--- src/wrapped_image_convolution_core_assert.svh ---
// Assertion macros shared by the convolution core.
`ifndef WRAPPED_IMAGE_CONVOLUTION_CORE_ASSERT_SVH
`define WRAPPED_IMAGE_CONVOLUTION_CORE_ASSERT_SVH

// Same-cycle implication, disabled while reset is asserted.
`define WIC_ASSERT_SAME(label, clk, rst_n, ante, cons) \
    label: assert property (@(posedge clk) disable iff (!(rst_n)) (ante) |-> (cons)) \
        else $error("convolution core check failed");

// Next-cycle implication, disabled while reset is asserted.
`define WIC_ASSERT_NEXT(label, clk, rst_n, ante, cons) \
    label: assert property (@(posedge clk) disable iff (!(rst_n)) (ante) |=> (cons)) \
        else $error("convolution core check failed");

`endif

--- src/wic_pkg.sv ---
// Shared types and constants of the wrapped image convolution core.
`timescale 1ns / 1ps

package wic_pkg;

    // Fixed field widths.
    localparam int COORD_W = 6;
    localparam int BIT_W   = $clog2(COORD_W);
    localparam int CHAN_W  = 8;
    localparam int OFFS_W  = 2 * CHAN_W;

    // Item actions.
    localparam logic [1:0] ACT_TAP    = 2'd0;
    localparam logic [1:0] ACT_PIXEL  = 2'd1;
    localparam logic [1:0] ACT_FILTER = 2'd2;

    // Register indexes (byte address divided by four).
    localparam logic [2:0] REG_IMAGE_WIDTH  = 3'd0;
    localparam logic [2:0] REG_IMAGE_HEIGHT = 3'd1;
    localparam logic [2:0] REG_KERNEL_WIDTH = 3'd2;
    localparam logic [2:0] REG_DIVISOR      = 3'd3;
    localparam logic [2:0] REG_BIAS         = 3'd4;

    typedef enum logic [1:0] {
        ST_IDLE,
        ST_SCAN,
        ST_DIV
    } t_state;

    typedef enum logic [1:0] {
        SC_IDLE,
        SC_MOD,
        SC_ADJ,
        SC_WALK
    } t_scan_state;

    typedef struct packed {
        logic rd_en;
        logic last;
    } t_scan_ctl;

endpackage

--- src/wic_div.sv ---
// Biased, clamped quotient of one channel sum by the divisor, one bit per cycle.
`timescale 1ns / 1ps

module wic_div
    import wic_pkg::*;
#(
    parameter int W = 20
) (
    input  logic                i_clk,
    input  logic                i_rst_n,
    input  logic                i_start,
    input  logic signed [W-1:0] i_sum,
    input  logic [OFFS_W-1:0]   i_offset,
    input  logic [CHAN_W-1:0]   i_divisor,
    output logic                o_done,
    output logic [CHAN_W-1:0]   o_quot
);

    logic                r_busy;
    logic                r_done;
    logic [2:0]          r_cnt;
    logic signed [W-1:0] r_rem;
    logic [CHAN_W-1:0]   r_quot;

    logic [W-1:0]        dsh;
    logic signed [W-1:0] trial;
    logic                fits;

    // A negative numerator never subtracts and ends at zero; one of 256 divisors
    // or more subtracts at every step and ends at the all-ones maximum.
    assign dsh   = W'(i_divisor) << r_cnt;
    assign trial = r_rem - $signed(dsh);
    assign fits  = !trial[W-1];

    always_ff @(posedge i_clk) begin
        if (!i_rst_n) begin
            r_busy <= 1'b0;
            r_done <= 1'b0;
        end else begin
            r_done <= r_busy && (r_cnt == '0);
            if (i_start) begin
                r_busy <= 1'b1;
            end else if (r_cnt == '0) begin
                r_busy <= 1'b0;
            end
        end
        if (i_start) begin
            r_rem  <= i_sum + $signed({{(W - OFFS_W){1'b0}}, i_offset});
            r_cnt  <= 3'd7;
            r_quot <= '0;
        end else if (r_busy) begin
            if (fits) begin
                r_rem <= trial;
            end
            r_quot <= {r_quot[CHAN_W-2:0], fits};
            r_cnt  <= r_cnt - 3'd1;
        end
    end

    assign o_done = r_done;
    assign o_quot = r_quot;

endmodule

--- config.mk ---
export PLATFORM = sky130hd
export DESIGN_NAME = wic_div
export DESIGN_NICKNAME = d
export VERILOG_FILES = /design/src/wrapped_image_convolution_core_assert.svh /design/src/wic_pkg.sv /design/src/wic_div.sv
export SDC_FILE = /design/constraint.sdc
export NUM_CORES = 1
export LEC_CHECK = 0
export BUFFER_PORTS_ARGS = -buffer_cell sky130_fd_sc_hd__buf_4
export CORE_MARGIN = 4
export CORE_UTILIZATION = 45
export CTS_CLUSTER_SIZE = 16
export DETAILED_ROUTE_END_ITERATION = 8
export PLACE_DENSITY = 0.77
export REMOVE_ABC_BUFFERS = 1
export SYNTH_ARGS = -nofsm -noshare
export SYNTH_HDL_FRONTEND = slang
export SYNTH_SLANG_ARGS = --single-unit
--- constraint.sdc ---
create_clock -name i_clk -period 8.4 [get_ports i_clk]
set_clock_uncertainty 0.2 [all_clocks]
set_input_delay 0.42 -clock i_clk [delete_from_list [all_inputs] [get_ports i_clk]]
set_output_delay 0.42 -clock i_clk [all_outputs]
set_load 0.005 [all_outputs]
==> results.sh <==
export IMPL_grt_pass1_wl_mm=14.1
export IMPL_grtUsageTotal_pct=18.9
export IMPL_netlist_area_um2=3510
export IMPL_yosysMostFrequentCell="nand2_1"
export IMPL_cts_made_buffers=5
export IMPL_route_met3_wl_um=492
export IMPL_reg2reg_depth=10
export IMPL_grt_pass1_vias=3108
export IMPL_wl_mm=8.39
export IMPL_synth_avg_cell_area_um2=8.23
export IMPL_r2r_end="r_rem[4]$_DFFE_PP_"
export IMPL_status="finished, final reports clean"
export IMPL_synthArstFlopShare_pct=0
export IMPL_drt_iter0_markers=277
export IMPL_diodes=0
export IMPL_critical_path_class="reg2reg"
export IMPL_place_ws_ps=3990
export IMPL_max_vdd_ir_drop_uv=70.2
export IMPL_dieArea_um2=9290
export IMPL_nFillCells=703
export IMPL_antenna_found_initial=0
export IMPL_design_power_total_w=0.000769
export IMPL_vias_per_cell=5.80
export IMPL_yosys_area_top_type="edfxtp_1"
export IMPL_core_um2=7410
export IMPL_cp_data_arrival_time_ps=3940
export IMPL_drcViolationCount=0
export IMPL_place_congestion=0.931
export IMPL_setup_violations=0
export IMPL_clock_latency_ps=290
export IMPL_synth_ff_type="edfxtp_1"
export IMPL_routed_top_layer="met4"
export IMPL_dp_hpwl_mm=6.46
export IMPL_fin_crit_sh_pct=52.2
export IMPL_grt_max_degree=48
export IMPL_post_cts_hold_buffer_count=0
export IMPL_fin_worst_hold_slack_ps=142
export IMPL_ys_types=58
export IMPL_clk_pin_slew_ps=80
export IMPL_synth_edf_count=20
export IMPL_start_util_pct=47.4
export IMPL_min_to="r_busy$_SDFFE_PN0P_"
export IMPL_hp_class="in2reg"
export IMPL_drive_gt1_share_pct=16.3
export IMPL_syn_inst=427
export IMPL_synth_seq_area_share_pct=24.5
export IMPL_layout_setup_ws_ps=4020
export IMPL_cts_resized=0
export IMPL_power_density_nw_per_um2=188
export IMPL_layout_min_cycle_time_ps=4380
export IMPL_endpoint_kind="register"
export IMPL_wl_met2_mm=3.74
export IMPL_rsz0062_at_grt="false"
export IMPL_setup_tns_final_ps=0
export IMPL_io_buffers=55
export IMPL_root_buffer="clkbuf_8"
export IMPL_synth_commonest_cells="nand2_1, nor2_1, ha_1, a21oi_1, o21ai_0"
export IMPL_holdPathStages=2
export IMPL_relSlewSlack_pct=36.2
export IMPL_clockBufferDepth=2
export IMPL_finalNetCount=553
export IMPL_synth_seq_cells=33
export IMPL_slew_violations=0
export IMPL_syn2layout_area_growth_pct=16.2
export IMPL_fmax_mhz=228
export IMPL_ys_warn_count=0
export IMPL_ys_top_cells_by_area="edfxtp_1, ha_1, dfxtp_1, mux2i_1, nand2_1"
export IMPL_ant_nets=0
export IMPL_fp_row_count=31
export IMPL_p_leak_nw=1.83
export IMPL_seq_area_um2=861
export IMPL_rr_startpoint="r_cnt[0]$_SDFFE_PP1P_"
export IMPL_synth_top_area_share_pct=17.1
export IMPL_hold_viol=0
export IMPL_crit_fanout=20
export IMPL_die_w_um=96.4
export IMPL_hp_start="i_rst_n"
export IMPL_cts_max_level=2
export IMPL_cts_tree="done"
export IMPL_worst_setup_path_start_kind="register"
export IMPL_grt_overflow=0
export IMPL_multi_input_area_um2=2500
export IMPL_pin_count=56
export IMPL_required_ps=7960
export IMPL_max_cap_violations=0
export IMPL_regToRegSetupSlack_ps=4020
export IMPL_firstDrtPassIters=4
export IMPL_drt_met1_wl_mm=3.98
export IMPL_die_y_um=96.4
export IMPL_wl_per_cell_um=14.7
export IMPL_postCtsSetupBuffers=0
export IMPL_dr_total_vias=3307
export IMPL_cts_sinks=33
export IMPL_worstMarginPinSlew_ps=954
[layer usage]
metal	vias to the layer above	GRT usage, %
met5	-	0
li1	1689	-
met1	1510	26.3
met3	16	2.66
met2	92	30.1
met4	0	6.43
[state kept, by name (all words and copies together), names as in the netlist]
| register | count |
|---|---|
| o_done | 1 |
| o_quot | 8 |
| r_busy | 1 |
| r_cnt | 3 |
| r_rem | 20 |
[how the worst max path moves through the flow]
| stage | start | end | slack (ps) | cells after the start |
|---|---|---|---|---|
| floorplan | r_cnt[0]$_SDFFE_PP1P_ | r_rem[0]$_DFFE_PP_ | 4640 | 10 |
| global placement | r_cnt[0]$_SDFFE_PP1P_ | r_rem[0]$_DFFE_PP_ | 4140 | 10 |
| detailed placement | r_cnt[0]$_SDFFE_PP1P_ | r_rem[0]$_DFFE_PP_ | 3990 | 10 |
| CTS | r_cnt[0]$_SDFFE_PP1P_ | r_rem[4]$_DFFE_PP_ | 3930 | 10 |
| global route | r_cnt[0]$_SDFFE_PP1P_ | r_rem[4]$_DFFE_PP_ | 3530 | 10 |
| finish | r_cnt[0]$_SDFFE_PP1P_ | r_rem[4]$_DFFE_PP_ | 4020 | 10 |
[placed cells by master, fill, tap and decap left out, drive strengths merged, types with 3 or more instances in the layout]
master	netlist	final
a211o	5	5
o21ai	25	25
o31a	3	3
a31oi	5	5
ha	34	34
o211ai	7	7
inv	20	20
nor2	36	36
clkbuf	12	8
mux2i	23	23
mux2	3	3
a21o	15	15
xor2	3	3
a2111oi	3	3
nor3	9	9
nor2b	6	6
o21a	4	4
dfxtp	13	13
a211oi	9	9
and2	3	3
o2111ai	4	4
buf	7	55
nand3b	3	3
edfxtp	20	20
a21oi	27	27
nand2	40	40
o311ai	3	3
nand4	7	7
o31ai	3	3
a31o	5	5
nand2b	9	9
o211a	3	3
nand3	15	15
xnor2	12	12
and3	6	6
[worst max-delay path: stages (launching register included)]
cell and delay [ps]:
dfxtp_1 630, inv_1 240, o31a_1 360, a32oi_1 160, ha_1 340, nand2_1 170
or4_1 500, a31o_2 250, a31oi_1 190, or3_1 150, nand3_1 670
[final cells by class]
cell class / instances / area share (%)
Multi-Input combinational cell: 355 / 61.2
Sequential cell: 33 / 21.1
Clock buffer: 8 / 2.73
Inverter: 20 / 1.84
Timing Repair Buffer: 55 / 10.1
Tap cell: 99 / 3.03
[kinds of logic (layout without fill, tap and decap cells)]
logic type | Yosys count | count (layout) | share of synthesized area (%)
XOR/XNOR | 15 | 15 | 3.74
multiplexers | 26 | 26 | 7.51
AND/OR/NAND/NOR | 143 | 143 | 19.8
AO/OA/AOI/OAI | 135 | 135 | 26.9
adder cells (fa/ha/maj) | 36 | 36 | 13.2
flip-flops | 33 | 33 | 24.5
buffers and inverters | 39 | 83 | 4.38
[power breakdown]
part	internal, W	switching (W)	leakage [nW]	total, W
combinational	0.000171	0.000222	1.47	0.000393
clock	0.0000847	0.0000595	0.0566	0.000144
sequential	0.000210	0.0000213	0.306	0.000232
[per-stage QoR]
stage / utilization (%) / cell area [um2] / cells
4_1_cts: 55.1 / 4080 / 570
6_report: 55.1 / 4080 / 570
3_3_place_gp: 53.6 / 3970 / 562
2_1_floorplan: - / 3430 / 408
3_5_place_dp: 53.6 / 3970 / 562
5_1_grt: 55.1 / 4080 / 570
Note: power is estimated with default switching activity, not from simulation.
