$ cat src/wrapped_image_convolution_core_assert.svh
// Assertion macros shared by the convolution core.
`ifndef WRAPPED_IMAGE_CONVOLUTION_CORE_ASSERT_SVH
`define WRAPPED_IMAGE_CONVOLUTION_CORE_ASSERT_SVH

// Same-cycle implication, disabled while reset is asserted.
`define WIC_ASSERT_SAME(label, clk, rst_n, ante, cons) \
    label: assert property (@(posedge clk) disable iff (!(rst_n)) (ante) |-> (cons)) \
        else $error("convolution core check failed");

// Next-cycle implication, disabled while reset is asserted.
`define WIC_ASSERT_NEXT(label, clk, rst_n, ante, cons) \
    label: assert property (@(posedge clk) disable iff (!(rst_n)) (ante) |=> (cons)) \
        else $error("convolution core check failed");

`endif

$ cat src/wic_ram.sv
// Generic simple dual-port RAM with a registered read.
`timescale 1ns / 1ps

module wic_ram #(
    parameter int WIDTH = 8,
    parameter int DEPTH = 16,
    localparam int AW = (DEPTH > 1) ? $clog2(DEPTH) : 1
) (
    input  logic             i_clk,
    input  logic             i_we,
    input  logic [AW-1:0]    i_waddr,
    input  logic [WIDTH-1:0] i_wdata,
    input  logic             i_re,
    input  logic [AW-1:0]    i_raddr,
    output logic [WIDTH-1:0] o_rdata
);

    logic [WIDTH-1:0] r_mem [DEPTH];
    logic [WIDTH-1:0] r_rdata;

    always_ff @(posedge i_clk) begin
        if (i_we) begin
            r_mem[i_waddr] <= i_wdata;
        end
        if (i_re) begin
            r_rdata <= r_mem[i_raddr];
        end
    end

    assign o_rdata = r_rdata;

endmodule

$ cat config.mk
export PLATFORM = sky130hd
export DESIGN_NAME = wic_ram
export DESIGN_NICKNAME = d
export VERILOG_FILES = /design/src/wrapped_image_convolution_core_assert.svh /design/src/wic_ram.sv
export SDC_FILE = /design/constraint.sdc
export NUM_CORES = 1
export LEC_CHECK = 0
export ABC_CLOCK_PERIOD_IN_PS = 2100
export BUFFER_PORTS_ARGS = -buffer_cell sky130_fd_sc_hd__buf_2
export CAP_MARGIN = 15
export CORE_MARGIN = 4
export CORE_UTILIZATION = 49
export CTS_CLUSTER_SIZE = 25
export DETAILED_ROUTE_END_ITERATION = 12
export PLACE_DENSITY = 0.66
export SLEW_MARGIN = 10
export SYNTH_ARGS = -nofsm -noshare
export SYNTH_HDL_FRONTEND = slang
export SYNTH_SLANG_ARGS = --single-unit
$ cat constraint.sdc
create_clock -name i_clk -period 2.1 [get_ports i_clk]
set_input_delay 0.42 -clock i_clk [delete_from_list [all_inputs] [get_ports i_clk]]
set_output_delay 0.42 -clock i_clk [all_outputs]
set_load 0.02 [all_outputs]
==> qor.yml, run 1 <==
timing:
  fin_tns_setup_ns: 0
  finalCritPeriodShare_pct: 75.0
  clock_skew_ns: 0.00695
  rsz0062_at_grt: "no"
  post-route-min-period_ns: 1.57
  slew-limit-headroom_pct: 72.0
  setup_viol: 0
  hold_violations: 0
  final-max-slew-violation-count: 0
  fmax_mhz: 635
  setup_ws_ns: 0.525
  tightest_slew_ns: 0.420
yosys:
  ys_top_cells_by_area: "edfxtp_1 78%, mux4_2 7.8%, mux4_1 7.0%, a22oi_1 2.3%, nor2_1 0.93%"
  synth_nets: 248
  syn_area_per_cell_sq_um: 22.8
  ys_seq_area_share_pct: 78.1
  synth_ff_type: "edfxtp_1"
  synthArstFlopShare_pct: 0
  synth_cell_types: 18
  synth_area_sq_um: 5230
  synthTopCellsByCount: "136 x edfxtp_1, 18 x mux4_2, 16 x a22oi_1"
  synth_top_area_share_pct: 78.1
  synth_edf_count: 136
  yosysMostFrequentCell: "edfxtp_1"
  yosysWarnings: 0
  synth_seq_cells: 136
  synth_area_leader_cell: "edfxtp_1"
  syn_inst: 229
drt:
  vias: 2489
  first_iter_violations: 198
  drc_errors: 0
  wire_per_inst_microns: 22.1
  ant_nets: 0
  drt-total-wl_microns: 9580
  routed_via_density: 5.75
  first_pass_iters: 4
critical_path:
  slowest_stage: "edfxtp_1"
  r2r_slack_ns: 0.62
  r2r_end: "o_rdata[0]"
  worst-endpoint-arrival_ns: 1.15
  cp-start-kind: "register"
  crit_end: "o_rdata[6]"
  path_class: "reg2out"
  end_kind: "output port"
  path_max_fanout: 1
  cp.required_ns: 1.68
  reg2reg_from: "r_mem[0][0]"
  crit_start: "o_rdata[6]"
  cpPeakStageDelay_ns: 0.44
  critPathTopFamily: "flip-flops"
  critPathBufInv: 1
  crit_chain: "buf_2"
  path_depth: 1
  rr_worst_depth: 3
run:
  drv_cap: 0
grt:
  gr-usage-met1_pct: 21.9
  grt_use_total_pct: 16.4
  grt_max_degree: 33
  grt_use_met3_pct: 4.80
  grt_pass1_wl_microns: 14600
  grt_pass1_vias: 2577
  antenna_found_initial: 2
  grt_remaining_overflow: 0
  grt-busiest-layer: "met2"
  grtUsageMet2_pct: 25.4
floorplanning:
  start_util_pct: 50.4
  rows: 37
  die_area_sq_um: 12400
  core_sq_um: 10400
  die_h_microns: 111
  fp.dieW_microns: 111
  io_pins: 27
cts:
  cts_tree: "yes"
  cts_buffers: 17
  post_cts_buffers: 0
  clk_pin_slew_ns: 0.06
  cts_buffer_depth: 2
  cts_resized: 0
  cts.sinks: 136
  insertion_delay_ns: 0.52
  htreeDepth: 4
  cts_hold_buf: 0
  cts_root_buffer: "clkbuf_8"
cells_and_area:
  fill_cells: 753
  area_growth_pct: 18.1
  regArea_sq_um: 4080
  multi_input_area_sq_um: 1060
  fin_nets: 304
  drive_gt1_share_pct: 31.6
  diodes: 0
pwr:
  p_per_area_nw_per_um2: 987
  leakagePower_uw: 0.00208
  vdd_ir_drop_max_uv: 586
placement:
  dp_slack_ns: 0.126
  place_congestion: 0.720
  hpwl_microns: 6190
  port_buffers: 26
status:
  status: "complete, no violations"
min_path:
  hold_path_class: "in2reg"
-- final cells by class --
class                      instances  area share (%)
sequential                       136            66.1
multi-input combinational         83            17.1
timing repair buffer              47            5.07
clock buffer                      18            6.77
clock inverter                    13            2.15
tap                              136            2.76
-- power by group --
group / leakage (uW) / switching, uW / internal [uW]
combinational: 0.000593 / 168 / 122
sequential: 0.00124 / 17.0 / 3060
clock: 0.000254 / 1060 / 1670
total: 0.00208 / 1240 / 4850
-- sequential cells by signal, summed over array words and instances, names as in the netlist --
signal   flops
o_rdata      8
r_mem      128
-- worst min-delay path by stage --
stage / start / end / slack, ns / cells past startpoint
2_1_floorplan: i_wdata[0] / r_mem[0][0] / 0.52 / 0
3_3_place_gp: r_mem[8][3] / o_rdata[3] / 0.73 / 3
3_5_place_dp: r_mem[11][3] / o_rdata[3] / 0.75 / 3
4_1_cts: i_wdata[1] / r_mem[13][1] / 0.27 / 1
5_1_grt: i_re / o_rdata[6] / 0.27 / 1
6_report: i_wdata[1] / r_mem[5][1] / 0.28 / 1
-- per-layer routing --
metal  share of wire [%]  vias up
li1                    -     1090
met1                  43     1307
met2                  50       70
met3                 4.8       18
met4                 1.9        4
met5                0.24        -
-- stage by stage --
step                hold slack [ns]  std cells  total power, uW  cell area (sq um)  util, %
CTS                           0.273        433             6140               6170     59.5
detailed placement            0.749        402             3430               5620     54.2
floorplan                     0.519        229             3300               5230        -
global route                  0.275        433             6300               6170     59.5
global placement              0.731        402             3420               5620     54.2
finish                        0.283        433             6090               6170     59.5
-- kinds of logic after synthesis --
kind of cell    count (synthesis)  share of synthesized area, %
compound gates                 16                          2.30
buf+inv                        10                          1.65
flops                         136                          78.1
mux                            32                          14.8
simple gates                   35                          3.14
-- layout by cell type, fill, tap and decap left out, types with 4 or more instances in the layout --
cell type and count:
nor2_1 13, clkinvlp_4 5, mux4_1 14, buf_4 19
buf_2 26, nor3_1 4, nand2_1 9, edfxtp_1 136
clkbuf_16 16, a22oi_1 16, mux4_2 18
Power figures use the tool's default switching activity.
==> run 2, diff against run 1 <==
--- a/config.mk
+++ b/config.mk
@@ -5,7 +5,7 @@
 export SDC_FILE = /design/constraint.sdc
 export NUM_CORES = 1
 export LEC_CHECK = 0
-export ABC_CLOCK_PERIOD_IN_PS = 2100
+export ABC_CLOCK_PERIOD_IN_PS = 1500
 export BUFFER_PORTS_ARGS = -buffer_cell sky130_fd_sc_hd__buf_2
 export CAP_MARGIN = 15
 export CORE_MARGIN = 4
==> constraint.sdc (replaced) <==
create_clock -name i_clk -period 1.5 [get_ports i_clk]
set_input_delay 0.3 -clock i_clk [delete_from_list [all_inputs] [get_ports i_clk]]
set_output_delay 0.3 -clock i_clk [all_outputs]
set_load 0.02 [all_outputs]
==> qor.yml, run 2 (synthesized netlist as in run 1, its figures left out) <==
cells_and_area:
  instances_no_fill: 441
  area_growth_pct: 19.1
  fin_nets: 311
  regArea_sq_um: 4080
  drive_gt1_share_pct: 39.3
  regMostFlops: "r_mem"
  final_common_cell: "edfxtp_1"
  diodes: 0
  multi_input_area_sq_um: 1050
  largest_reg_flops: 128
  mostFrequentLayoutCells: "136 x edfxtp_1, 31 x mux4_2, 26 x buf_2, 24 x buf_4, 16 x clkbuf_16"
  fill_cells: 755
  final_area_sq_um: 6230
pwr:
  vdd_ir_drop_max_uv: 620
  p_per_area_nw_per_um2: 1370
  p_total_uw: 8510
  leakagePower_uw: 0.00209
cts:
  cts_buffers: 17
  cts_tree: "yes"
  clk_pin_slew_ns: 0.06
  post_cts_buffers: 0
  cts_hold_buf: 0
  htreeDepth: 4
  cts_root_buffer: "clkbuf_8"
  cts_buffer_depth: 2
  insertion_delay_ns: 0.50
  cts.sinks: 136
timing:
  setup_ws_ns: 0.0239
  fin_hold_ws_ns: 0.160
  final-max-slew-violation-count: 0
  post-route-min-period_ns: 1.48
  finalCritPeriodShare_pct: 98.4
  tightest_slew_ns: 0.844
  hold_violations: 0
  clock_skew_ns: 0.00373
  setup_viol: 0
  rsz0062_at_grt: "yes"
  slew-limit-headroom_pct: 43.6
  fmax_mhz: 677
drt:
  dr.max_layer_used: "met4"
  wire_per_inst_microns: 23.2
  ant_nets: 0
  met2_length_microns: 5200
  wl_met1_microns: 4170
  vias: 2492
  routed_via_density: 5.65
  routed-wl-met3_microns: 713
  first_iter_violations: 188
  drt-total-wl_microns: 10200
  first_pass_iters: 4
  drc_errors: 0
grt:
  grt_max_degree: 21
  grt_pass1_vias: 2703
  antenna_found_initial: 0
  grt_remaining_overflow: 0
  grt_pass1_wl_microns: 16400
  grt_use_total_pct: 18.3
floorplanning:
  core_sq_um: 10400
  die_h_microns: 111
  fp.dieW_microns: 111
  start_util_pct: 50.4
  rows: 37
  die_area_sq_um: 12400
  io_pins: 27
critical_path:
  end_kind: "register"
  critPathTopFamily: "multiplexers"
  worst-endpoint-arrival_ns: 1.72
  path_max_fanout: 1
  r2r_slack_ns: 0.02
  slowest_stage: "mux4_1"
  path_class: "reg2reg"
  crit_chain: "mux4_1 > a22oi_2 > nand2_1"
  cp.required_ns: 1.75
  critPathBufInv: 0
  cpPeakStageDelay_ns: 0.51
  cp-start-kind: "register"
placement:
  port_buffers: 26
  place_congestion: 0.743
  dp.cells: 409
  dp_slack_ns: -0.464
  hpwl_microns: 6590
  dpl_cell_area_sq_um: 5660
run:
  drv_cap: 0
status:
  status: "complete, no violations"
min_path:
  hold_path_class: "in2reg"
run 2: cell types whose count changed in the layout (fill, tap and decap cells not counted), sizes merged:
cell      delta
clkinvlp     -4
buf          +7
clkinv       +3
clkbuf       +2
run 2: through the flow:
stage,setup TNS [ns],util [%]
2_1_floorplan,-1.99,-
3_3_place_gp,-4.30,54.6
3_5_place_dp,-4.86,54.6
4_1_cts,0,59.9
5_1_grt,-0.000690,60.1
6_report,0,60.1
run 2: cell type report:
type,instances,share of cell area (%)
sequential,136,65.6
multi-input combinational,83,16.8
clock buffer,20,6.83
timing repair buffer,54,6.27
tap,136,2.73
clock inverter,12,1.75
run 2: where the power goes:
group	internal, uW	switching (uW)
registers	4280	22.0
logic	200	265
clock network	2320	1410
run 2: final timing paths:
path                      from    endpoint  cells past startpoint
setup / recovery   r_mem[0][0]  o_rdata[0]                      3
hold / removal            i_re  o_rdata[6]                      1
setup reg to reg   r_mem[0][0]  o_rdata[0]                      3
hold reg to reg   r_mem[12][3]  o_rdata[3]                      3
run 2: timing repair:
| action | in CTS | in global routing |
|---|---|---|
| pin swaps | 0 | 1 |
| resized for setup | 3 | 4 |
| gates cloned | 0 | 0 |
| endpoints found under the setup margin | 3 | 5 |
run 2: metal layers:
layer | track usage [%] | up-vias
li1 | - | 1094
met1 | 24.7 | 1284
met2 | 28.8 | 103
met3 | 5.51 | 11
met4 | 6.08 | 0
met5 | 0 | -
run 2: worst register-to-register path: stages, from the launching register on:
cell and delay, ns:
edfxtp_1 0.37, mux4_1 0.51, a22oi_2 0.25, nand2_1 0.10
==> run 3, diff against run 2 <==
--- a/config.mk
+++ b/config.mk
@@ -5,9 +5,9 @@
 export SDC_FILE = /design/constraint.sdc
 export NUM_CORES = 1
 export LEC_CHECK = 0
+export ABC_AREA = 1
 export ABC_CLOCK_PERIOD_IN_PS = 1500
 export BUFFER_PORTS_ARGS = -buffer_cell sky130_fd_sc_hd__buf_2
-export CAP_MARGIN = 15
 export CORE_MARGIN = 4
 export CORE_UTILIZATION = 49
 export CTS_CLUSTER_SIZE = 25
==> qor.yml, run 3 <==
pwr:
  p_per_area_nw_per_um2: 1380
  p_sw_uw: 1960
  leakagePower_uw: 0.00300
  p_clk_share_pct: 48.9
  p_int_uw: 7540
  power.share.combinational_pct: 5.8
  vdd_ir_drop_max_uv: 770
  p_seq_share_pct: 45.3
  swShare_pct: 20.6
min_path:
  holdPathStages: 1
  hold_path_class: "in2reg"
  worst_hold_startpoint: "i_re"
  hold_end: "o_rdata[7]"
critical_path:
  end_kind: "output port"
  cpPeakStageDelay_ns: 0.41
  path_class: "reg2out"
  slowest_stage: "edfxtp_1"
  critPathBufInv: 1
  path_max_fanout: 1
  crit_chain: "buf_2"
  critPathTopFamily: "flip-flops"
  rr_worst_depth: 6
  reg2reg_from: "r_mem[7][0]"
  cp.required_ns: 1.20
  worst-endpoint-arrival_ns: 1.01
  cp-start-kind: "register"
  r2r_slack_ns: 0.31
  r2r_end: "o_rdata[0]"
cts:
  cts_resized: 0
  cts_hold_buf: 0
  cts_tree: "yes"
  insertion_delay_ns: 0.42
  cts_buffer_depth: 2
  cts_buffers: 17
  cts_root_buffer: "clkbuf_16"
  htreeDepth: 4
  cts.sinks: 136
  post_cts_buffers: 0
  clk_pin_slew_ns: 0.06
cells_and_area:
  drive_gt1_share_pct: 13.6
  mostFrequentLayoutCells: "173 x nand2_1, 136 x edfxtp_1, 100 x inv_1, 97 x nand3_1, 26 x buf_2"
  largest_reg_flops: 128
  final_common_cell: "nand2_1"
  fill_cells: 942
  fin_nets: 616
  regMostFlops: "r_mem"
  area_growth_pct: 17.5
  instances_no_fill: 753
  diodes: 0
grt:
  grt_use_met3_pct: 4.83
  grt_max_degree: 65
  antenna_found_initial: 0
  grt-busiest-layer: "met2"
  gr-usage-met1_pct: 29.2
  grt_use_total_pct: 21.7
  grt_pass1_vias: 3796
  grt_remaining_overflow: 0
  grtUsageMet2_pct: 34.5
  grt_pass1_wl_microns: 21400
timing:
  rsz0062_at_grt: "no"
  hold_violations: 0
  fin_tns_setup_ns: 0
  fmax_mhz: 764
  setup_viol: 0
  slew-limit-headroom_pct: 57.1
  final-max-slew-violation-count: 0
  finalCritPeriodShare_pct: 87.3
  fin_hold_ws_ns: 0.256
  tightest_slew_ns: 0.642
  post-route-min-period_ns: 1.31
  clock_skew_ns: 0.00875
drt:
  vias: 3877
  routed_via_density: 5.15
  drt-total-wl_microns: 13700
  drc_errors: 0
  first_pass_iters: 5
  wire_per_inst_microns: 18.1
  ant_nets: 0
  first_iter_violations: 457
yosys:
  synth_edf_count: 136
  yosysMostFrequentCell: "nand2_1"
  synthTopCellsByCount: "173 x nand2_1, 136 x edfxtp_1, 100 x inv_1"
  yosysWarnings: 0
  syn_area_per_cell_sq_um: 10.6
  synth_cell_types: 11
  synthArstFlopShare_pct: 0
  syn_inst: 551
  synth_seq_cells: 136
  synth_area_leader_cell: "edfxtp_1"
  synth_ff_type: "edfxtp_1"
  synth_area_sq_um: 5850
  synth_nets: 570
  synth_top_area_share_pct: 69.8
  ys_seq_area_share_pct: 69.8
  ys_top_cells_by_area: "edfxtp_1 70%, nand2_1 11%, nand3_1 8.3%, inv_1 6.4%, buf_6 1.2%"
floorplanning:
  core_sq_um: 11600
  die_area_sq_um: 13700
  io_pins: 27
  rows: 39
  fp.dieW_microns: 117
  start_util_pct: 50.6
  die_h_microns: 117
placement:
  hpwl_microns: 8480
  place_congestion: 0.850
  dp.cells: 721
  port_buffers: 26
status:
  status: "complete, no violations"
run:
  drv_cap: 0
-- run 3: cell count changes in the layout (fill, tap and decap cells not counted), moves of 4 or more --
cell       before  now
bufinv_16       2    6
nand3_1         1   97
mux4_2         31    0
nand2_1         9  173
inv_1           0  100
a22oi_2         7    0
a22oi_1         9    0
nor2_1         13   17
-- run 3: metal layers --
layer	vias to the layer above	share of wire (%)
met3	19	6.1
met2	127	48
met5	-	0
met1	1857	44
li1	1874	-
met4	0	1.9
-- run 3: logic make-up (layout without fill, tap and decap cells) --
family	Yosys count	after routing	synth area share [%]
buf+inv	126	185	9.39
flops	136	136	69.8
simple gates	289	289	20.8
-- run 3: worst max path at each step --
stage,start,end,slack (ns),cells after the start
6_report,o_rdata[7],o_rdata[7],0.19,1
4_1_cts,o_rdata[2],o_rdata[2],0.17,1
5_1_grt,o_rdata[1],o_rdata[1],0.16,1
2_1_floorplan,i_waddr[2],r_mem[10][0],0.25,2
3_3_place_gp,i_raddr[1],o_rdata[0],-0.04,6
3_5_place_dp,i_raddr[1],o_rdata[0],-0.03,6
-- run 3: area by class of cell --
| cell class | count | area (sq um) | area share, % |
|---|---|---|---|
| tap | 143 | 179 | 2.60 |
| sequential | 136 | 4080 | 59.4 |
| inverter | 102 | 383 | 5.57 |
| clock inverter | 14 | 229 | 3.33 |
| clock buffer | 18 | 429 | 6.24 |
| multi-input combinational | 289 | 1210 | 17.7 |
| timing repair buffer | 51 | 355 | 5.17 |
-- run 3: power by group through the flow --
stage	logic [uW]	registers, uW	clock network (uW)
finish	553	4310	4640
global route	610	4310	4870
CTS	557	4310	4690
detailed placement	551	4390	0
global placement	543	4380	0
floorplan	300	4400	0
-- run 3: metrics by stage --
stage                     setup slack [ns]  utilization (%)  power (uW)  cell area [sq um]
after floorplan                      0.249                -        4700               5850
after global routing                 0.164             59.4        9790               6870
after CTS                            0.171             59.4        9550               6870
after global placement             -0.0378             53.7        4930               6210
after detailed placement           -0.0335             53.7        4940               6210
final                                0.191             59.4        9500               6870
