## config.mk

```make
export PLATFORM = sky130hd
export DESIGN_NAME = wic_scan
export DESIGN_NICKNAME = d
export VERILOG_FILES = /design/src/wrapped_image_convolution_core_assert.svh /design/src/wic_pkg.sv /design/src/wic_scan.sv
export SDC_FILE = /design/constraint.sdc
export NUM_CORES = 1
export LEC_CHECK = 0
export ABC_AREA = 1
export CORE_AREA = 5 5 119 87
export CTS_BUF_LIST = sky130_fd_sc_hd__clkbuf_8 sky130_fd_sc_hd__clkbuf_16
export DETAILED_ROUTE_END_ITERATION = 7
export DIE_AREA = 0 0 124 92
export DONT_BUFFER_PORTS = 1
export PLACE_DENSITY = 0.75
export SLEW_MARGIN = 20
export SYNTH_ARGS = -nofsm -noshare
export SYNTH_HDL_FRONTEND = slang
export SYNTH_SLANG_ARGS = --single-unit
```

## constraint.sdc

```tcl
create_clock -name i_clk -period 5.6 [get_ports i_clk]
set_clock_uncertainty 0.1 [all_clocks]
set_input_delay 0 -clock i_clk [delete_from_list [all_inputs] [get_ports i_clk]]
set_output_delay 0 -clock i_clk [all_outputs]
set_load 0.05 [all_outputs]
```

## src/wrapped_image_convolution_core_assert.svh

```systemverilog
// Assertion macros shared by the convolution core.
`ifndef WRAPPED_IMAGE_CONVOLUTION_CORE_ASSERT_SVH
`define WRAPPED_IMAGE_CONVOLUTION_CORE_ASSERT_SVH

// Same-cycle implication, disabled while reset is asserted.
`define WIC_ASSERT_SAME(label, clk, rst_n, ante, cons) \
    label: assert property (@(posedge clk) disable iff (!(rst_n)) (ante) |-> (cons)) \
        else $error("convolution core check failed");

// Next-cycle implication, disabled while reset is asserted.
`define WIC_ASSERT_NEXT(label, clk, rst_n, ante, cons) \
    label: assert property (@(posedge clk) disable iff (!(rst_n)) (ante) |=> (cons)) \
        else $error("convolution core check failed");

`endif

```

## src/wic_pkg.sv

```systemverilog
// Shared types and constants of the wrapped image convolution core.
`timescale 1ns / 1ps

package wic_pkg;

    // Fixed field widths.
    localparam int COORD_W = 6;
    localparam int BIT_W   = $clog2(COORD_W);
    localparam int CHAN_W  = 8;
    localparam int OFFS_W  = 2 * CHAN_W;

    // Item actions.
    localparam logic [1:0] ACT_TAP    = 2'd0;
    localparam logic [1:0] ACT_PIXEL  = 2'd1;
    localparam logic [1:0] ACT_FILTER = 2'd2;

    // Register indexes (byte address divided by four).
    localparam logic [2:0] REG_IMAGE_WIDTH  = 3'd0;
    localparam logic [2:0] REG_IMAGE_HEIGHT = 3'd1;
    localparam logic [2:0] REG_KERNEL_WIDTH = 3'd2;
    localparam logic [2:0] REG_DIVISOR      = 3'd3;
    localparam logic [2:0] REG_BIAS         = 3'd4;

    typedef enum logic [1:0] {
        ST_IDLE,
        ST_SCAN,
        ST_DIV
    } t_state;

    typedef enum logic [1:0] {
        SC_IDLE,
        SC_MOD,
        SC_ADJ,
        SC_WALK
    } t_scan_state;

    typedef struct packed {
        logic rd_en;
        logic last;
    } t_scan_ctl;

endpackage

```

## src/wic_scan.sv

```systemverilog
// Window scanner: centre reduction, wrapped start and kernel-square address walk.
`timescale 1ns / 1ps

module wic_scan
    import wic_pkg::*;
#(
    parameter int MAX_DIM = 64,
    parameter int MAX_KERNEL = 9,
    localparam int CW  = $clog2(MAX_DIM),
    localparam int AW  = $clog2(MAX_DIM * MAX_DIM),
    localparam int KCW = $clog2(MAX_KERNEL + 1),
    localparam int KAW = $clog2(MAX_KERNEL * MAX_KERNEL)
) (
    input  logic               i_clk,
    input  logic               i_rst_n,
    input  logic               i_start,
    input  logic [COORD_W-1:0] i_col,
    input  logic [COORD_W-1:0] i_row,
    input  logic [CW:0]        i_width,
    input  logic [CW:0]        i_height,
    input  logic [KCW-1:0]     i_kw,
    output logic [AW-1:0]      o_pix_addr,
    output logic [KAW-1:0]     o_tap_addr,
    output t_scan_ctl          o_ctl
);

    // Signed position width: room for a centre less half a kernel.
    localparam int SW = ((CW > 3) ? CW : 3) + 1;

    t_scan_state        r_state, n_state;
    logic [COORD_W-1:0] r_col, n_col;
    logic [COORD_W-1:0] r_row, n_row;
    logic [BIT_W-1:0]   r_bit, n_bit;
    logic [CW-1:0]      r_rem_x, n_rem_x;
    logic [CW-1:0]      r_rem_y, n_rem_y;
    logic [SW-1:0]      r_px, n_px;
    logic [SW-1:0]      r_py, n_py;
    logic [SW-1:0]      r_py0, n_py0;
    logic [KCW-1:0]     r_fx, n_fx;
    logic [KCW-1:0]     r_fy, n_fy;
    logic [KAW-1:0]     r_tap, n_tap;

    logic [CW:0]    tx, ty, inc_x, inc_y;
    logic [CW-1:0]  mx, my;
    logic [KCW-1:0] half, kw_last;
    logic           col_end, is_last;

    always_ff @(posedge i_clk) begin
        if (!i_rst_n) begin
            r_state <= SC_IDLE;
        end else begin
            r_state <= n_state;
        end
        r_col   <= n_col;
        r_row   <= n_row;
        r_bit   <= n_bit;
        r_rem_x <= n_rem_x;
        r_rem_y <= n_rem_y;
        r_px    <= n_px;
        r_py    <= n_py;
        r_py0   <= n_py0;
        r_fx    <= n_fx;
        r_fy    <= n_fy;
        r_tap   <= n_tap;
    end

    always_comb begin
        // One restoring step of the centre reduction modulo the image size.
        tx = {r_rem_x, r_col[r_bit]};
        ty = {r_rem_y, r_row[r_bit]};
        mx = (tx >= i_width)  ? CW'(tx - i_width)  : CW'(tx);
        my = (ty >= i_height) ? CW'(ty - i_height) : CW'(ty);

        half    = i_kw >> 1;
        kw_last = i_kw - KCW'(1);
        col_end = (r_fy == kw_last);
        is_last = col_end && (r_fx == kw_last);
        inc_x   = {1'b0, r_px[CW-1:0]} + (CW+1)'(1);
        inc_y   = {1'b0, r_py[CW-1:0]} + (CW+1)'(1);

        n_state = r_state;
        n_col   = r_col;
        n_row   = r_row;
        n_bit   = r_bit;
        n_rem_x = r_rem_x;
        n_rem_y = r_rem_y;
        n_px    = r_px;
        n_py    = r_py;
        n_py0   = r_py0;
        n_fx    = r_fx;
        n_fy    = r_fy;
        n_tap   = r_tap;

        case (r_state)
            SC_IDLE: begin
                if (i_start) begin
                    n_col   = i_col;
                    n_row   = i_row;
                    n_rem_x = '0;
                    n_rem_y = '0;
                    n_bit   = BIT_W'(COORD_W - 1);
                    n_state = SC_MOD;
                end
            end
            SC_MOD: begin
                n_rem_x = mx;
                n_rem_y = my;
                n_bit   = r_bit - BIT_W'(1);
                if (r_bit == '0) begin
                    n_px    = SW'(mx) - SW'(half);
                    n_py    = SW'(my) - SW'(half);
                    n_state = SC_ADJ;
                end
            end
            SC_ADJ: begin
                // Fold a negative start back into the image, one size at a time.
                if (r_px[SW-1]) begin
                    n_px = r_px + SW'(i_width);
                end
                if (r_py[SW-1]) begin
                    n_py = r_py + SW'(i_height);
                end
                if (!r_px[SW-1] && !r_py[SW-1]) begin
                    n_py0   = r_py;
                    n_fx    = '0;
                    n_fy    = '0;
                    n_tap   = '0;
                    n_state = SC_WALK;
                end
            end
            SC_WALK: begin
                n_tap = r_tap + KAW'(1);
                if (col_end) begin
                    n_fy = '0;
                    n_py = r_py0;
                    n_fx = r_fx + KCW'(1);
                    n_px = (inc_x == i_width) ? '0 : SW'(inc_x);
                end else begin
                    n_fy = r_fy + KCW'(1);
                    n_py = (inc_y == i_height) ? '0 : SW'(inc_y);
                end
                if (is_last) begin
                    n_state = SC_IDLE;
                end
            end
            default: begin
                n_state = SC_IDLE;
            end
        endcase
    end

    assign o_pix_addr = AW'(r_px[CW-1:0]) * AW'(MAX_DIM) + AW'(r_py[CW-1:0]);
    assign o_tap_addr = r_tap;
    assign o_ctl.rd_en = (r_state == SC_WALK);
    assign o_ctl.last  = (r_state == SC_WALK) && is_last;

endmodule

```

==> impl_metrics.yaml, run 1 <==
clocking:
  clk_latency_ns: 0.34
  cts.htree.levels: 3
  cts_tree: "done"
  cts_made_buffers: 9
  root_buffer: "clkbuf_16"
  cts_sinks: 65
  post_cts_buffers: 0
  path_clk_slew_ns: 0.06
  clock_path_buffers: 2
timing:
  timing.final.crit_share_pct: 65.9
  drv_slew: 0
  worst_pin_slew_ns: 1.03
  layout_setup_ws_ns: 1.91
  setup_tns_ns: 0
  slew_headroom_pct: 30.8
  timing.fmax_mhz: 271
  period_minus_slack_ns: 3.69
  final-setup-viol-count: 0
  hold_violations: 0
  whs_ns: 0.0420
  rsz0062_at_grt: "no"
routing:
  first_pass_iters: 6
  drtAntennaViolNets: 0
  drt_iter0_drc: 540
  drc: 0
  viasPerCell: 5.56
  via_count: 4662
  postRouteWirelength_um: 13500
  wl_per_cell_um: 16.2
final_layout:
  fin_nets: 792
  antenna_cells: 0
  drive_gt1_share_pct: 9.52
  finish.instance_area_um2: 5940
  mostFrequentLayoutCell: "nand2_1"
  area_growth_pct: 11.7
  fillerInstances: 737
  final_cell_mix: "nand2_1, inv_1, nor2_1"
setup_path:
  worstSetupEndpointType: "flip-flop"
  cp-start-kind: "flip-flop"
  required_ns: 5.58
  cp.arrival_ns: 3.67
  slowest_stage: "edfxtp_1"
  path_class: "reg2reg"
  cp_max_fo: 8
  crit_family: "adder cells"
  worstPathCellList: "inv_1, o21ai_0, o22ai_1, a2bb2oi_1, ha_1, nand3b_1, nand2_2, nand2_4, nand3_4, inv_2, o21ai_0, ha_1, fa_1, inv_1, a21oi_1, nand2_1, nor2_1, nand3b_1"
  worst-path-buf-inv: 3
  slowest_delay_ns: 0.45
floorplanning:
  core.rowCount: 29
  io_pins: 54
  core-area_um2: 8960
  die_w_um: 124
  dieArea_um2: 11400
  die_h_um: 92
  start_util_pct: 59.4
power:
  ir_drop_v: 0.000335
  netSwitchingPower_w: 0.00182
  clkPwrFrac_pct: 16.8
  power_density_nw_per_um2: 624
  swShare_pct: 49.0
  p_int_w: 0.00189
  power.share.combinational_pct: 49.8
  p_leak_nw: 2.83
  power_frac_seq_pct: 33.4
synthesis:
  yosys-top-cells-area: "edfxtp_1, nand2_1, ha_1, inv_1, nand3_1"
  synth.yosys.seq_area_share_pct: 36.3
  netlist_instances: 688
  synth_top_area_share_pct: 35.6
  syn-cell-area_um2: 5320
  ys_ff_latch: 65
  synth_top_cell_by_area: "edfxtp_1"
  syn-num-nets: 771
  avgSynthCellArea_um2: 7.73
  yosysUniqueCellTypes: 41
  yosysWarnings: 0
global_routing:
  grt_max_degree: 17
  antenna_found_initial: 0
  grt_pass1_wl_um: 22100
  grt_usage_pct: 24.6
  grt_remaining_overflow: 0
  grt_pass1_vias: 4612
hold_path:
  hp-class: "in2reg"
placed_design:
  dpl_worst_slack_ns: 2.01
  dp_hpwl_um: 10300
  numPortBuffers: 0
  dpl_cell_area_um2: 5390
  routabilityCongestion: 0.908
run:
  drv_cap: 0
outcome:
  status: "finished clean"
## flip-flops by register name, indices dropped and copies added (netlist names)
signal / flops
o_tap_addr: 7
r_px: 7
r_py0: 7
r_py: 7
r_col: 6
r_rem_x: 6
r_rem_y: 6
r_row: 6
r_fx: 4
r_fy: 4
r_bit: 3
r_state: 2
## cell usage after synthesis, drive strengths merged
cell	number
xnor2	7
a2bb2oi	2
nand3	64
dfxtp	2
ha	44
edfxtp	63
nor3	2
xor2	4
or2	7
inv	106
a31oi	2
o22ai	2
buf	13
o211ai	1
o21a	2
nor2	75
a21oi	37
and2	1
nand4	14
a21boi	1
o21ai	26
a211oi	1
nor3b	1
fa	6
a21o	2
o21bai	4
clkbuf	1
nand3b	12
nand2	186
## power groups by stage
| stage | logic (W) | clock network [W] | registers (W) |
|---|---|---|---|
| final | 0.00185 | 0.000621 | 0.00124 |
| after global routing | 0.00209 | 0.000656 | 0.00126 |
| after CTS | 0.00182 | 0.000626 | 0.00123 |
| after detailed placement | 0.00178 | 0 | 0.00124 |
| after global placement | 0.00170 | 0 | 0.00123 |
| after floorplan | 0.00163 | 0 | 0.00100 |
## what timing repair did
action,4_1_cts,5_1_grt
endpoints found under the setup margin,0,0
hold buffers,22,0
resized for setup,0,0
endpoints found under the hold margin,20,0
## worst register-to-register path: cells and delay by family (launching register included)
family,cells,cell delay (ns)
AOI/OAI and AO/OA,5,0.76
adders and majority gates,3,0.89
buffers and inverters,3,0.42
DFF,1,0.45
and+or+nand+nor,7,0.82
## metal layers
| metal | vias up | part of all wire, % | track usage [%] |
|---|---|---|---|
| li1 | 2308 | - | - |
| met1 | 2130 | 44 | 34.3 |
| met2 | 209 | 45 | 38.4 |
| met3 | 15 | 10 | 6.83 |
| met4 | 0 | 1.1 | 5.65 |
| met5 | - | 0 | 0 |
## per-stage QoR
step / instances / utilization, % / power (W)
floorplan: 688 / - / 0.00263
global placement: 800 / 60.2 / 0.00294
detailed placement: 800 / 60.2 / 0.00302
CTS: 838 / 66.3 / 0.00368
global route: 838 / 66.3 / 0.00401
finish: 838 / 66.3 / 0.00371
## worst paths after layout
kind	start	end	slack, ns	cells after the start
setup / recovery	r_bit[0]	r_px[4]	1.91	18
hold / removal	i_kw[1]	r_px[0]	0.04	3
setup reg to reg	r_bit[0]	r_px[4]	1.91	18
hold reg to reg	r_py[6]	r_py0[6]	0.44	0
## cell families (layout without fill, tap and decap cells)
family / count (synthesis) / count (layout) / share of synthesized area, %
flip-flops: 65 / 65 / 36.3
AND/OR/NAND/NOR: 362 / 362 / 31.3
buffers and inverters: 120 / 146 / 9.34
AO/OA/AOI/OAI: 80 / 80 / 8.63
XOR/XNOR: 11 / 11 / 1.81
adder cells (fa/ha/maj): 50 / 50 / 12.6
## final cells by class
cell class                 instances  area [um^2]  share of cell area (%)
tap                              124          155                    2.61
sequential                        65         1930                    32.5
timing repair buffer              24          235                    3.96
inverter                         106          398                    6.69
multi-input combinational        503         2900                    48.7
clock buffer                       9          225                    3.79
clock inverter                     7          103                    1.73
Power figures use the tool's default switching activity.
==> run 2, diff against run 1 <==
--- a/config.mk
+++ b/config.mk
@@ -5,13 +5,13 @@
 export SDC_FILE = /design/constraint.sdc
 export NUM_CORES = 1
 export LEC_CHECK = 0
-export ABC_AREA = 1
-export CORE_AREA = 5 5 119 87
+export ABC_AREA = 0
+export CORE_AREA = 5 5 117 86
 export CTS_BUF_LIST = sky130_fd_sc_hd__clkbuf_8 sky130_fd_sc_hd__clkbuf_16
 export DETAILED_ROUTE_END_ITERATION = 7
-export DIE_AREA = 0 0 124 92
+export DIE_AREA = 0 0 122 91
 export DONT_BUFFER_PORTS = 1
-export PLACE_DENSITY = 0.75
+export PLACE_DENSITY = 0.74
 export SLEW_MARGIN = 20
 export SYNTH_ARGS = -nofsm -noshare
 export SYNTH_HDL_FRONTEND = slang
==> constraint.sdc (replaced) <==
create_clock -name i_clk -period 3.6 [get_ports i_clk]
set_clock_uncertainty 0.1 [all_clocks]
set_input_delay 0 -clock i_clk [delete_from_list [all_inputs] [get_ports i_clk]]
set_output_delay 0 -clock i_clk [all_outputs]
set_load 0.05 [all_outputs]
==> impl_metrics.yaml, run 2 <==
power:
  p_leak_nw: 2.50
  power_frac_seq_pct: 28.7
  ir_drop_v: 0.000549
  netSwitchingPower_w: 0.00305
  power.share.combinational_pct: 58.4
  clkPwrFrac_pct: 12.9
  p_int_w: 0.00378
  power_density_nw_per_um2: 1110
  swShare_pct: 44.7
synthesis:
  synth_compound_gate_area_share_pct: 15.4
  yosysUniqueCellTypes: 67
  synth_common_cells: "edfxtp_1, ha_1, inv_1"
  synthArstFlopShare_pct: 0
  avgSynthCellArea_um2: 10.7
  yosys.area_share.simple_pct: 13.7
  synth_edf_count: 63
  yosys-top-cells-area: "edfxtp_1, ha_1, xnor2_1, a21oi_1, xor2_1"
  synth_top_family_by_area: "compound AO/OA/AOI/OAI gates"
  synth_top_cell_by_area: "edfxtp_1"
  syn-num-nets: 560
  yosys.area_share.adder_pct: 13.2
  syn-cell-area_um2: 5090
  synth.yosys.seq_area_share_pct: 37.9
  yosysMostFrequentCell: "edfxtp_1"
  synth_top_area_share_pct: 37.2
  synthXorXnorAreaFrac_pct: 12.0
  synth.area.mux_share_pct: 2.88
  ys_ff_latch: 65
  yosysWarnings: 0
  netlist_instances: 477
  synth_flop_cell: "edfxtp_1"
clocking:
  root_buffer: "clkbuf_16"
  clock_path_buffers: 2
  cts.htree.levels: 3
  cts_tree: "done"
  cts_sinks: 65
  clk_latency_ns: 0.33
  cts_made_buffers: 9
  path_clk_slew_ns: 0.06
routing:
  postRouteWirelength_um: 12200
  drc: 0
  drt-met1-wl_um: 5830
  wl_per_cell_um: 18.6
  viasPerCell: 5.80
  highest_layer: "met4"
  first_pass_iters: 5
  drt_iter0_drc: 325
  via_count: 3808
  drtAntennaViolNets: 0
  wl_met3_um: 892
  routed-wl-met2_um: 5350
placed_design:
  routabilityCongestion: 0.869
  dpl_cell_area_um2: 5400
  dp_hpwl_um: 9180
  numPortBuffers: 0
  dpl_worst_slack_ns: -0.301
timing:
  timing.fmax_mhz: 270
  drv_slew: 0
  layout_setup_ws_ns: -0.107
  slew_headroom_pct: 49.5
  worst_pin_slew_ns: 0.757
  final-setup-viol-count: 6
  whs_ns: 0.0288
  rsz0062_at_grt: "yes"
  period_minus_slack_ns: 3.71
  timing.final.crit_share_pct: 103
  hold_violations: 0
global_routing:
  grt_pass1_wl_um: 19700
  grt_usage_pct: 22.7
  grt_pass1_vias: 3704
  grt_remaining_overflow: 0
  grt_max_degree: 14
  antenna_found_initial: 0
floorplanning:
  die_w_um: 122
  start_util_pct: 57.7
  core-area_um2: 8820
  die_h_um: 91
  io_pins: 54
  core.rowCount: 29
  dieArea_um2: 11100
final_layout:
  drive_gt1_share_pct: 20.9
  mostFrequentLayoutCell: "edfxtp_1"
  fillerInstances: 655
  area_growth_pct: 20.9
  fin_nets: 610
  finish.instance_area_um2: 6150
  final_cell_mix: "edfxtp_1, ha_1, inv_1, buf_4, xnor2_1"
  antenna_cells: 0
run:
  drv_cap: 0
setup_path:
  path_class: "reg2reg"
  cp_max_fo: 4
  cp.arrival_ns: 3.68
  r2r_slack_ns: -0.11
  cp-start-kind: "flip-flop"
  worstSetupEndpointType: "flip-flop"
  required_ns: 3.57
outcome:
  violations: "setup timing"
  status: "finished with violations"
hold_path:
  hp-class: "in2reg"
[run 2: cell count changes in the layout (fill, tap and decap cells not counted), moves of 26 or more]
| cell | delta |
|---|---|
| nor2_1 | -39 |
| xnor2_1 | +26 |
| buf_4 | +33 |
| nand2_1 | -146 |
| inv_1 | -62 |
| nand3_1 | -42 |
[run 2: final timing paths]
check,startpoint,to,depth (start not counted)
worst max register to register,r_bit[0],r_py[4],14
worst max-delay path,r_bit[0],r_py[4],14
worst min-delay path,i_height[5],r_py[5],3
worst min register to register,r_py[6],r_py0[6],0
[run 2: layout make-up]
| type | count | area, um^2 | area share [%] |
|---|---|---|---|
| tap | 124 | 155 | 2.52 |
| multi-input combinational | 357 | 3130 | 50.9 |
| timing repair buffer | 58 | 495 | 8.05 |
| inverter | 36 | 135 | 2.20 |
| clock inverter | 7 | 77.6 | 1.26 |
| clock buffer | 9 | 225 | 3.66 |
| sequential | 65 | 1930 | 31.4 |
[run 2: per-stage QoR]
step	cells	setup TNS, ns	util, %	total power, W
6_report	656	-0.347	69.8	0.00684
3_3_place_gp	610	-0.365	61.3	0.00536
2_1_floorplan	477	-0.0276	-	0.00454
4_1_cts	654	-0.547	69.1	0.00667
5_1_grt	656	-1.88	69.8	0.00731
3_5_place_dp	610	-2.23	61.3	0.00545
[run 2: critical path, stage by stage, from the launching register on]
cell      delay (ns)
edfxtp_1        0.43
mux4_2          0.55
mux2i_4         0.20
ha_4            0.24
o21ai_4         0.16
a211oi_4        0.10
nor2_4          0.16
mux2_4          0.33
ha_4            0.17
fa_2            0.37
nor2b_4         0.18
nor3_2          0.07
xor2_1          0.15
o21ai_1         0.14
o21ai_1         0.08
[run 2: routing by layer]
metal | up-vias | GRT usage [%]
met1 | 1808 | 34.4
li1 | 1851 | -
met3 | 17 | 5.71
met2 | 132 | 32.6
met4 | 0 | 5.32
met5 | - | 0
[run 2: logic make-up (layout without fill, tap and decap cells)]
group,after synthesis,in the layout
AND/OR/NAND/NOR,131,131
multiplexers,12,12
buffers and inverters,55,110
flip-flops,65,65
AO/OA/AOI/OAI,106,106
XOR/XNOR,58,58
adder cells (fa/ha/maj),50,50
[run 2: power by group through the flow]
| stage | clock [W] | sequential [W] | combinational, W |
|---|---|---|---|
| after floorplan | 0 | 0.00165 | 0.00289 |
| after global placement | 0 | 0.00195 | 0.00341 |
| after detailed placement | 0 | 0.00196 | 0.00348 |
| after CTS | 0.000896 | 0.00195 | 0.00382 |
| after global routing | 0.000937 | 0.00200 | 0.00437 |
| final | 0.000883 | 0.00196 | 0.00399 |
[run 2: what timing repair did]
item                                    4_1_cts  5_1_grt
gates resized for setup                      28       12
endpoints found under the hold margin        18        0
hold buffers                                 21        0
buffers inserted                              7        2
endpoints found under the setup margin       11       11
pin swaps                                    13       12
gates cloned                                  0        0
==> run 3, diff against run 2 <==
--- a/config.mk
+++ b/config.mk
@@ -6,12 +6,11 @@
 export NUM_CORES = 1
 export LEC_CHECK = 0
 export ABC_AREA = 0
-export CORE_AREA = 5 5 117 86
+export CORE_AREA = 5 5 140 102
 export CTS_BUF_LIST = sky130_fd_sc_hd__clkbuf_8 sky130_fd_sc_hd__clkbuf_16
 export DETAILED_ROUTE_END_ITERATION = 7
-export DIE_AREA = 0 0 122 91
+export DIE_AREA = 0 0 145 107
 export DONT_BUFFER_PORTS = 1
-export PLACE_DENSITY = 0.74
 export SLEW_MARGIN = 20
 export SYNTH_ARGS = -nofsm -noshare
 export SYNTH_HDL_FRONTEND = slang
==> impl_metrics.yaml, run 3 (same netlist as run 2, synthesis figures left out) <==
outcome:
  status: "finished with violations"
  violations: "setup timing"
clocking:
  cts_tree: "done"
  path_clk_slew_ns: 0.05
  cts_sinks: 65
  cts_made_buffers: 9
  cts.htree.levels: 3
  root_buffer: "clkbuf_16"
  clock_path_buffers: 2
  clk_latency_ns: 0.33
final_layout:
  antenna_cells: 0
  final_cell_mix: "edfxtp_1, buf_4, ha_1"
  stdcell_count: 706
  drive_gt1_share_pct: 22.6
  fin_nets: 618
  finish.instance_area_um2: 6300
  mostFrequentLayoutCell: "edfxtp_1"
  area_growth_pct: 23.8
power:
  power_density_nw_per_um2: 1110
  finalPower_w: 0.00699
  p_leak_nw: 2.54
  ir_drop_v: 0.000442
placed_design:
  dp.cells: 655
  routabilityCongestion: 0.879
  dpl_cell_area_um2: 5480
  dp_hpwl_um: 9950
  numPortBuffers: 0
hold_path:
  hp-class: "in2reg"
  hold-path-endpoint: "r_py[5]"
  whs_path_depth: 3
  hold_start: "i_height[5]"
floorplanning:
  core-area_um2: 12800
  dieArea_um2: 15500
  die_w_um: 145
  io_pins: 54
  start_util_pct: 39.7
  core.rowCount: 35
  die_h_um: 107
setup_path:
  setup.worst_path.start: "r_bit[0]"
  r2r-start: "r_bit[0]"
  required_ns: 3.57
  cp-start-kind: "flip-flop"
  path_class: "reg2reg"
  worstSetupEndpointType: "flip-flop"
  slowest_delay_ns: 0.55
  reg2regPathDepth: 14
  worstPathCellList: "mux4_2, mux2i_4, ha_4, o21ai_4, a211oi_4, nor2_4, mux2_4, ha_4, fa_2, nor2b_4, or3_4, nor3_2, a31oi_1, nand3_1"
  cp.arrival_ns: 3.75
  cpMostUsedCell: "ha_4"
  r2r_slack_ns: -0.18
  rr_endpoint: "r_py[6]"
  crit_family: "multiplexers"
  worst-path-buf-inv: 0
  slowest_stage: "mux4_2"
  cp_max_fo: 4
routing:
  first_pass_iters: 4
  via_count: 3853
  drtAntennaViolNets: 0
  viasPerCell: 5.46
  drc: 0
  postRouteWirelength_um: 12900
  drt_iter0_drc: 163
  wl_per_cell_um: 18.3
timing:
  period_minus_slack_ns: 3.78
  timing.fmax_mhz: 265
  layout_setup_ws_ns: -0.178
  rsz0062_at_grt: "yes"
  slew_headroom_pct: 51.0
  timing.final.crit_share_pct: 105
  setup_tns_ns: -0.695
  final-setup-viol-count: 9
  hold_violations: 0
  worst_pin_slew_ns: 0.735
  whs_ns: 0.0381
  drv_slew: 0
global_routing:
  grt_usage_pct: 17.1
  grt_max_degree: 14
  grt_remaining_overflow: 0
  antenna_found_initial: 0
  grt_pass1_wl_um: 21400
  grt_pass1_vias: 3944
run:
  drv_cap: 0
-- run 3: cell types whose count changed in the layout (fill, tap and decap cells not counted), sizes merged --
cell | before | now
buf | 37 | 46
clkinvlp | 1 | 2
inv | 38 | 37
dlygate4sd3 | 21 | 20
-- run 3: worst min-delay path: stages --
cell      delay [ns]
a311oi_1        0.19
a221oi_1        0.10
o31ai_2         0.06
-- run 3: power by group --
group / internal, W / total [W] / switching (W)
registers: 0.00133 / 0.00188 / 0.000552
clock network: 0.000534 / 0.000862 / 0.000328
logic: 0.00201 / 0.00425 / 0.00224
total: 0.00387 / 0.00699 / 0.00312
-- run 3: layout make-up --
type,count,area [um^2]
Fill cell,1149,6530
Multi-Input combinational cell,357,3170
Sequential cell,65,1930
Timing Repair Buffer,66,557
Clock buffer,9,225
Tap cell,166,208
Inverter,36,138
Clock inverter,7,70.1
-- run 3: timing repair --
action,4_1_cts,5_1_grt
endpoints found under the hold margin,18,1
buffers inserted,12,4
hold buffers,19,1
endpoints found under the setup margin,10,11
resized for setup,13,37
pin swaps,10,16
-- run 3: worst max path at each step --
stage | endpoint | slack (ns) | depth (start not counted)
floorplan | r_py[6] | -0.03 | 15
global placement | r_py[6] | -0.13 | 14
detailed placement | r_py[6] | -0.30 | 14
CTS | r_py[6] | -0.18 | 14
global route | r_px[5] | -0.38 | 16
finish | r_py[6] | -0.18 | 14
-- run 3: through the flow --
step | utilization [%] | setup slack, ns
after floorplan | - | -0.0276
after global placement | 42.7 | -0.128
after detailed placement | 42.7 | -0.304
after CTS | 47.6 | -0.175
after global routing | 49.1 | -0.378
final | 49.1 | -0.178
-- run 3: per-layer routing --
layer	GRT usage, %	routed length [um]	vias up
met4	4.57	177	0
li1	-	-	1865
met3	4.44	757	16
met5	0	0	-
met2	26.6	5830	92
met1	23.8	6180	1880
